[config.mk]
export PLATFORM = sky130hd
export DESIGN_NAME = alrm_stats
export DESIGN_NICKNAME = d
export VERILOG_FILES = /design/src/alrm_pkg.sv /design/src/alrm_stats.sv
export SDC_FILE = /design/constraint.sdc
export NUM_CORES = 1
export LEC_CHECK = 0
export BUFFER_PORTS_ARGS = -buffer_cell sky130_fd_sc_hd__buf_2
export CORE_MARGIN = 10
export CORE_UTILIZATION = 40
export DETAILED_ROUTE_END_ITERATION = 6
export GPL_ROUTABILITY_DRIVEN = 1
export GPL_TIMING_DRIVEN = 0
export PLACE_DENSITY = 0.68
export SKIP_LAST_GASP = 1
export SLEW_MARGIN = 0
export SYNTH_ARGS = -nofsm -noshare
export SYNTH_HDL_FRONTEND = slang
export SYNTH_SLANG_ARGS = --single-unit
[constraint.sdc]
create_clock -name clk -period 3.1 [get_ports clk]
set_input_delay 0.465 -clock clk [delete_from_list [all_inputs] [get_ports clk]]
set_output_delay 0.465 -clock clk [all_outputs]
set_load 0.01 [all_outputs]
[src/alrm_pkg.sv]
// shared widths and types for the arrival latency and reorder monitor
package alrm_pkg;

  localparam int TIME_BITS = 48;
  localparam int SRC_BITS  = 8;
  localparam int SOURCES   = 1 << SRC_BITS;
  localparam int LAT_BITS  = TIME_BITS + 1;
  localparam int CNT_BITS  = 32;

  localparam int IN_BITS   = 2 * TIME_BITS + SRC_BITS;
  localparam int IN_W      = ((IN_BITS + 7) / 8) * 8;
  localparam int OUT_BITS  = 3 * LAT_BITS + 3 * CNT_BITS;
  localparam int OUT_W     = ((OUT_BITS + 7) / 8) * 8;

  typedef logic [TIME_BITS-1:0] time_t;
  typedef logic [SRC_BITS-1:0]  src_t;
  typedef logic [LAT_BITS-1:0]  lat_t;
  typedef logic [CNT_BITS-1:0]  cnt_t;

  typedef struct packed {
    logic  seen;
    time_t latest;
  } src_look_t;

  typedef struct packed {
    logic fire;
    lat_t lat;
    logic pair;
    logic inv;
  } stat_upd_t;

  typedef struct packed {
    lat_t min_lat;
    lat_t max_lat;
    cnt_t delivered;
    cnt_t pairs;
    cnt_t inversions;
  } stat_out_t;

endpackage

[src/alrm_stats.sv]
// running min and max latency and saturating event counters
module alrm_stats (
  input  logic                clk,
  input  logic                rst,
  input  alrm_pkg::stat_upd_t upd,
  output alrm_pkg::stat_out_t stats
);
  import alrm_pkg::*;

  stat_out_t stats_next;
  logic      first;

  always_comb begin
    stats_next = stats;
    first      = (stats.delivered == '0);
    if (upd.fire) begin
      if (stats.delivered != '1) begin
        stats_next.delivered = stats.delivered + cnt_t'(1);
      end
      if (first) begin
        stats_next.min_lat = upd.lat;
        stats_next.max_lat = upd.lat;
      end else begin
        if ($signed(upd.lat) < $signed(stats.min_lat)) begin
          stats_next.min_lat = upd.lat;
        end
        if ($signed(stats.max_lat) < $signed(upd.lat)) begin
          stats_next.max_lat = upd.lat;
        end
      end
      if (upd.pair && stats.pairs != '1) begin
        stats_next.pairs = stats.pairs + cnt_t'(1);
      end
      if (upd.inv && stats.inversions != '1) begin
        stats_next.inversions = stats.inversions + cnt_t'(1);
      end
    end
  end

  always_ff @(posedge clk) begin
    if (rst) begin
      stats <= '0;
    end else begin
      stats <= stats_next;
    end
  end

endmodule

==> impl_metrics.csv, run 1 <==
group,metric,value,unit
sta,slew_headroom,48.0,%
route,vias,9459,
floorplan,start_util,40.5,%
synthesis,yosys_most_used_dff,"dfxtp_1",
route,routed_wl,31.5,mm
global_route,antenna_found_initial,1,
finish,reg_top3,"stats: 194 flops",
finish,nNetsFinal,1670,
synthesis,avgSynthCellArea,8.72,um2
clocking,cts_max_level,4,
finish,final_common_cell,"buf_2",
global_route,track_usage,18.2,%
synthesis,synth-edff-count,0,
global_route,busiest_layer,"met2",
clocking,clkLatencyLatePin,440,ps
floorplan,die_w,185,um
floorplan,io_pins,248,
global_route,grt_max_degree,21,
min_path,min_delay_path_depth,3,
sta,fin_crit_sh,95.8,%
global_route,grt_use_met1,21.1,%
global_route,grt_util_met3,7.09,%
min_path,holdPathEnd,"stats[159]",
critical_path,r2r-end,"stats[141]",
route,wl_per_cell,16.8,um
sta,final.min_clock_period,2970,ps
placed_design,gp_congestion,0.849,
synthesis,synthDistinctLibCells,52,
critical_path,cp-start-kind,"flip-flop",
global_route,grt_pass1_vias,9466,
clocking,cts_buffers,17,
power_and_ir_drop,p_per_area,469,nW/um2
sta,holdWs,334,ps
critical_path,path_max_fanout,5,
sta,hold_violations,0,
floorplan,rows,60,
sta,setup_viol,0,
global_route,grt.overflow.total,0,
synthesis,synthCells,1250,
finish,final_util,49.4,%
critical_path,critPathKind,"reg2reg",
sta,finClkSkew,16.6,ps
floorplan,core,26900,um2
floorplan,die_h,185,um
route,postRouteAntennaNets,0,
placed_design,portBuffers,246,
critical_path,required,3450,ps
route,route.detailed.drc,0,
synthesis,synth_area,10900,um2
critical_path,crit_arrival,3320,ps
floorplan,dieArea,34200,um2
global_route,grt_pass1_wl,50.1,mm
outcome,status,"finished, final reports clean",
power_and_ir_drop,ir_worst_vdd,0.314,mV
route,first_pass_iters,6,
critical_path,rr_startpoint,"stats[127]",
sta,worst_slack,130,ps
clocking,clkTransAtPathRegs,80,ps
power_and_ir_drop,p_leak,6.19,nW
sta,fmax,0.337,GHz
synthesis,ys_ff_latch,194,
route,via_per_inst,5.06,
synthesis,synth_warnings,0,
finish,layout-drive-gt1-share,20.3,%
critical_path,end_kind,"flip-flop",
clocking,cts_root_buffer,"clkbuf_16",
placed_design,hpwlAfterDp,24.9,mm
clocking,cts.sinks,194,
min_path,min-delay-start,"upd[16]",
flow_run,max-cap-violations,0,
finish,final_cell_mix,"buf_2 (248), dfxtp_1 (193), nand2b_1 (147)",
clocking,tritoncts,"done",
synthesis,synth_nets,1404,
critical_path,reg2reg_depth,9,
power_and_ir_drop,power,6.23,mW
critical_path,r2r_slack,130,ps
placed_design,pre_cts_ws,-600,ps
clocking,cts_buffer_depth,2,
finish,area_delta_synth_final,21.9,%
finish,largest_reg_flops,194,
clocking,cts_hold_buf,0,
sta,rsz0062_at_grt,"yes",
synthesis,synthArstFlopShare,0,%
finish,largest_register,"stats",
global_route,met2_usage,30.5,%
route,drt_iter0_drc,428,
synthesis,ys_seq_area_share,35.6,%
sta,finalMaxSlewViolations,0,
sta,tightest_slew,773,ps
min_path,hold_class,"in2reg",
[metrics by stage]
| step | instance area (um2) | setup TNS, ps | instances |
|---|---|---|---|
| after CTS | 13200 | 0 | 1869 |
| after global routing | 13300 | -41.4 | 1870 |
| final | 13300 | 0 | 1871 |
| after floorplan | 10900 | 0 | 1250 |
| after global placement | 12600 | -23700 | 1837 |
| after detailed placement | 12600 | -32680 | 1837 |
[cells by family after synthesis]
family	Yosys count	share of synthesized area (%)
AO/OA/AOI/OAI	135	7.43
adder cells (fa/ha/maj)	100	11.5
buffers and inverters	162	6.06
XOR/XNOR	73	5.87
multiplexers	100	9.19
flip-flops	194	35.6
AND/OR/NAND/NOR	486	24.3
[cells in the mapped netlist (all sizes together), types with 18 or more instances]
cell | n | share of area (%)
a21oi | 61 | 2.8
clkbuf | 30 | 1.0
dfxtp | 194 | 36
ha | 100 | 11
inv | 120 | 4.1
mux2i | 100 | 9.2
nand2 | 56 | 1.9
nand2b | 147 | 8.4
nand3 | 50 | 2.5
nand4 | 31 | 1.9
nor2 | 101 | 3.5
nor3 | 25 | 1.1
nor4 | 18 | 1.2
o21ai | 36 | 1.7
or3 | 19 | 1.1
xnor2 | 49 | 3.9
xor2 | 24 | 1.9
[final cells by class]
cell class,count,area (um2)
flip-flops and latches,194,3880
well taps,341,427
inverters,120,450
diodes,1,2.50
multi-input cells,894,6390
repair buffers,248,1250
plain buffers,41,220
fillers,2574,13600
clock inverters,15,235
clock buffers,17,425
[where the power goes]
group / switching, mW / internal, mW / total [mW]
logic: 0.584 / 0.455 / 1.04
clock network: 1.14 / 1.33 / 2.47
registers: 0.109 / 2.61 / 2.72
total: 1.84 / 4.40 / 6.23
[repair_timing]
| item | CTS | global route |
|---|---|---|
| endpoints found under the setup margin | 49 | 81 |
| setup buffers | 0 | 2 |
| pin swaps | 1 | 5 |
| resized for setup | 2 | 10 |
[how the worst max path moves through the flow]
stage                     from         end  slack, ps  cells past startpoint
floorplan              upd[42]  stats[149]        410                     11
global placement       upd[50]  stats[187]       -440                     11
detailed placement     upd[50]  stats[184]       -600                     11
CTS                 stats[177]  stats[184]         30                     11
global route        stats[185]  stats[187]        -10                     12
finish              stats[127]  stats[141]        130                      9
[worst max-delay path: stages, from the launching register on]
cell and delay [ps]:
dfxtp_1 350, ha_1 300, nand4_1 180, nor4_1 700, a221oi_1 260, nand4_1 170, and3_1 180, a311o_1 110
clkbuf_1 370, mux2i_1 250
[layer usage]
| layer | part of all wire, % | routed length [um] |
|---|---|---|
| met5 | 0 | 0 |
| met4 | 1.5 | 468 |
| met3 | 9.6 | 3020 |
| met2 | 47 | 14700 |
| met1 | 42 | 13300 |
(Power assumes the default switching activity.)
==> run 2, diff against run 1 <==
Settings changed: CORE_ASPECT_RATIO from default to 0.9.
==> run 2 against run 1 <==
Net effect: sequential share of layout area about the same; hold slack worse by 5.5 ps; power decreased by 3.2%; maximum frequency increased by 0.75%; sequential power is essentially flat; critical path type unchanged; critical endpoint is now stats[191].
==> impl_metrics.csv, run 2 (synthesis results as in run 1) <==
group,metric,value,unit
sta,setup_viol,0,
floorplan,rows,57,
sta,rsz0062_at_grt,"yes",
global_route,grt_use_met1,22.1,%
global_route,grt_util_met3,6.20,%
global_route,busiest_layer,"met2",
clocking,cts_buffer_depth,2,
placed_design,portBuffers,246,
power_and_ir_drop,ir_worst_vdd,0.323,mV
outcome,status,"finished, final reports clean",
power_and_ir_drop,p_per_area,455,nW/um2
placed_design,place_area,12600,um2
route,postRouteAntennaNets,0,
sta,hold_violations,0,
route,via_per_inst,5.04,
clocking,cts.sinks,194,
finish,nNetsFinal,1674,
global_route,grt.overflow.total,0,
clocking,clkTransAtPathRegs,70,ps
route,vias,9513,
route,routed_wl,31.8,mm
floorplan,dieArea,34300,um2
sta,fin_crit_sh,95.1,%
critical_path,end_kind,"flip-flop",
flow_run,max-cap-violations,0,
finish,fin_area,13300,um2
critical_path,required,3460,ps
power_and_ir_drop,clkPwrFrac,37.4,%
finish,final_common_cell,"buf_2",
power_and_ir_drop,p_sw,1.72,mW
clocking,cts_root_buffer,"clkbuf_16",
sta,tightest_slew,737,ps
power_and_ir_drop,seq_power_share,45.1,%
finish,final_util,49.3,%
sta,finalMaxSlewViolations,0,
power_and_ir_drop,p_comb_share,17.5,%
global_route,track_usage,18.2,%
floorplan,io_pins,248,
finish,area_delta_synth_final,21.7,%
critical_path,path_max_fanout,5,
floorplan,die_w,194,um
sta,slew_headroom,50.8,%
power_and_ir_drop,power,6.03,mW
global_route,grt_pass1_wl,51.3,mm
sta,final.min_clock_period,2950,ps
placed_design,hpwlAfterDp,24.9,mm
clocking,tritoncts,"done",
finish,largest_reg_flops,194,
route,route.detailed.drc,0,
floorplan,die_h,177,um
route,first_pass_iters,4,
placed_design,gp_congestion,0.878,
finish,layout-drive-gt1-share,20.3,%
min_path,hold_class,"in2reg",
finish,largest_register,"stats",
global_route,antenna_found_initial,0,
critical_path,r2r_slack,150,ps
sta,fmax,0.339,GHz
critical_path,crit_arrival,3310,ps
power_and_ir_drop,internal_power,4.31,mW
global_route,grt_pass1_vias,9673,
finish,final_cell_mix,"buf_2 (249), dfxtp_1 (193), nand2b_1 (147)",
sta,finClkSkew,20.5,ps
clocking,cts_max_level,4,
clocking,clkLatencyLatePin,450,ps
global_route,met2_usage,30.6,%
finish,reg_top3,"stats: 194 flops",
global_route,grt_max_degree,17,
route,wl_per_cell,16.9,um
power_and_ir_drop,swShare,28.5,%
clocking,cts_buffers,17,
clocking,cts_hold_buf,0,
power_and_ir_drop,p_leak,6.18,nW
route,drt_iter0_drc,373,
sta,setup_tns,0,ps
floorplan,core,26900,um2
critical_path,critPathKind,"reg2reg",
critical_path,cp-start-kind,"flip-flop",
floorplan,start_util,40.5,%
run 2: layer usage:
| metal | up-vias | routed length, um |
|---|---|---|
| met5 | - | 0 |
| met4 | 0 | 243 |
| met3 | 18 | 2370 |
| met2 | 224 | 14800 |
| met1 | 4454 | 14400 |
| li1 | 4817 | - |
run 2: stage by stage:
stage                     std cells  setup slack [ps]  hold slack, ps
after global routing           1885             -22.0             322
after detailed placement       1850              -342             484
final                          1886               152             328
after CTS                      1880              33.9             308
after floorplan                1250               406             504
after global placement         1850              -274             475
run 2: power by group through the flow:
stage               registers, mW  logic [mW]  clock network, mW
detailed placement           2.78        1.03                  0
finish                       2.72        1.06               2.25
CTS                          2.72        1.04               2.32
global route                 2.73        1.18               2.39
floorplan                    2.81       0.605                  0
global placement             2.77        1.01                  0
run 2: path summary, 6_finish.rpt:
check | start | cells past startpoint | end
max | stats[176] | 11 | stats[191]
min | upd[17] | 3 | stats[160]
max reg2reg | stats[176] | 11 | stats[191]
min reg2reg | stats[96] | 2 | stats[96]
run 2: repair_timing:
| item | in CTS | in global routing |
|---|---|---|
| endpoints found under the setup margin | 45 | 50 |
| resized for setup | 2 | 15 |
| pin swaps | 0 | 5 |
| gates cloned | 0 | 0 |
| buffers inserted | 0 | 5 |
run 2: area by class of cell:
| cell class | count | area, um2 |
|---|---|---|
| tap | 354 | 443 |
| clock buffer | 20 | 457 |
| inverter | 120 | 450 |
| timing repair buffer | 251 | 1270 |
| buffer | 42 | 244 |
| clock inverter | 10 | 126 |
| sequential | 194 | 3880 |
| fill | 2606 | 13600 |
| multi-input combinational | 894 | 6390 |
| antenna | 1 | 2.50 |
run 2: critical path: stages (launching register included):
cell,delay [ps]
dfxtp_1,360
inv_1,60
ha_1,310
nand4_1,210
nor4_2,520
a22oi_1,180
o211ai_1,190
a21o_1,190
or4_1,130
o211a_1,150
clkbuf_1,350
mux2i_1,240
==> run 3, diff against run 2 <==
Settings changed: BUFFER_PORTS_ARGS -buffer_cell sky130_fd_sc_hd__buf_2 to default, CTS_BUF_LIST from default to sky130_fd_sc_hd__clkbuf_16, DONT_BUFFER_PORTS from default to 1, PLACE_DENSITY 0.68 to 0.6, RECOVER_POWER from default to 50.
==> run 3 against run 2 <==
Net effect: critical path depth is 1 higher; clock skew is 4.4 ps lower; register-to-register slack worse by 50 ps; flip-flop and latch count stayed put; die area stayed put; power is 5.3% lower; sequential power is 4% higher; final cell count is 13% lower; hold slack worse by 140 ps; critical path type unchanged; largest cell class unchanged; largest power group unchanged; highest routed layer unchanged.
==> impl_metrics.csv, run 3 (synthesis results as in run 1) <==
group,metric,value,unit
global_route,antenna_found_initial,0,
clocking,cts_hold_buf,0,
critical_path,path_max_fanout,10,
route,postRouteAntennaNets,0,
flow_run,max-cap-violations,0,
finish,num-fill-cells,2657,
floorplan,start_util,40.5,%
sta,fin_crit_sh,96.6,%
placed_design,pre_cts_ws,-459,ps
sta,fmax,0.334,GHz
floorplan,dieArea,34300,um2
sta,setup_tns,0,ps
route,wl_per_cell,18.5,um
route,first_pass_iters,5,
route,vias,8512,
finish,fin_area,12000,um2
clocking,cts_buffer_depth,2,
critical_path,cp-start-kind,"flip-flop",
critical_path,crit_arrival,3360,ps
power_and_ir_drop,p_comb_share,13.9,%
placed_design,hpwlAfterDp,23.9,mm
finish,area_delta_synth_final,10.3,%
critical_path,reg2reg_depth,12,
sta,tightest_slew,799,ps
outcome,status,"finished, final reports clean",
min_path,min_delay_path_depth,2,
finish,nNetsFinal,1430,
sta,hold_violations,0,
min_path,hold_class,"in2reg",
critical_path,required,3460,ps
sta,setup_viol,0,
finish,final_cell_mix,"dfxtp_1 (178), nand2b_1 (147), inv_1 (121)",
finish,n_antenna_cell,0,
clocking,clkTransAtPathRegs,80,ps
route,via_per_inst,5.18,
finish,layout-drive-gt1-share,6.52,%
sta,worst_slack,107,ps
power_and_ir_drop,p_per_area,475,nW/um2
critical_path,critPathKind,"reg2reg",
global_route,grt.overflow.total,0,
floorplan,io_pins,248,
placed_design,place_area,11300,um2
sta,finClkSkew,16.1,ps
power_and_ir_drop,ir_worst_vdd,0.333,mV
power_and_ir_drop,seq_power_share,49.4,%
power_and_ir_drop,p_sw,1.70,mW
power_and_ir_drop,p_leak,4.92,nW
global_route,track_usage,17.3,%
critical_path,end_kind,"flip-flop",
placed_design,gp_congestion,0.832,
clocking,cts_max_level,4,
global_route,grt_pass1_vias,8363,
clocking,tritoncts,"done",
finish,largest_reg_flops,194,
sta,final.min_clock_period,2990,ps
clocking,cts.sinks,194,
finish,final_common_cell,"dfxtp_1",
sta,finalMaxSlewViolations,0,
power_and_ir_drop,internal_power,4.02,mW
route,route.detailed.drc,0,
floorplan,core,26900,um2
clocking,cts_buffers,17,
clocking,cts_root_buffer,"clkbuf_16",
finish,largest_register,"stats",
route,drt_iter0_drc,301,
placed_design,portBuffers,0,
finish,reg_top3,"stats: 194 flops",
power_and_ir_drop,swShare,29.7,%
sta,slew_headroom,46.7,%
clocking,clkLatencyLatePin,450,ps
floorplan,die_w,194,um
power_and_ir_drop,clkPwrFrac,36.7,%
global_route,grt_pass1_wl,47.7,mm
global_route,grt_max_degree,18,
route,routed_wl,30.5,mm
floorplan,rows,57,
floorplan,die_h,177,um
## run 3: metrics by stage
stage	power [mW]	hold slack (ps)	std cells	utilization (%)
final	5.71	186	1643	44.7
after CTS	5.76	167	1636	44.3
after global placement	3.64	532	1604	42.2
after detailed placement	3.66	542	1604	42.2
after global routing	5.99	174	1643	44.7
after floorplan	3.41	504	1250	-
## run 3: repair_timing
| item | CTS | global route |
|---|---|---|
| endpoints found under the setup margin | 89 | 94 |
| setup buffers | 0 | 7 |
| gates resized for setup | 10 | 22 |
| pin swaps | 1 | 7 |
| endpoints found under the hold margin | 0 | 0 |
## run 3: area by class of cell
class,count,area [um2],share of cell area (%)
well taps,354,443,3.69
inverters,120,450,3.75
flip-flops and latches,194,3900,32.5
clock buffers,17,425,3.54
plain buffers,42,231,1.93
repair buffers,7,52.6,0.437
multi-input cells,894,6400,53.3
clock inverters,15,108,0.896
## run 3: per-layer routing
metal  track usage [%]  up-vias  wire [um]
met4              4.74        0        479
met5                 0        -          0
met1              20.3     3962      13000
met3              8.48       25       3250
met2              27.5      207      13700
li1                  -     4318          -
## run 3: worst paths after layout
kind / start / end / slack [ps]
worst max-delay path: stats[193] / stats[155] / 110
worst min-delay path: upd[30] / stats[173] / 190
worst max register to register: stats[193] / stats[155] / 110
worst min register to register: stats[171] / stats[171] / 510
## run 3: power groups by stage
stage / clock network, mW / logic [mW] / registers [mW]
2_1_floorplan: 0 / 0.605 / 2.81
3_3_place_gp: 0 / 0.756 / 2.88
3_5_place_dp: 0 / 0.774 / 2.88
4_1_cts: 2.15 / 0.784 / 2.82
5_1_grt: 2.24 / 0.910 / 2.84
6_report: 2.10 / 0.796 / 2.82
## run 3: critical path: stages (launching register included)
cell and delay (ps):
dfxtp_1 500, inv_1 80, ha_1 330, nand4_1 250, nor3_1 120, nand2_1 120
o211ai_1 100, a21o_1 200, or4_1 500, o211ai_1 140, buf_6 200, buf_8 180
mux2i_1 210
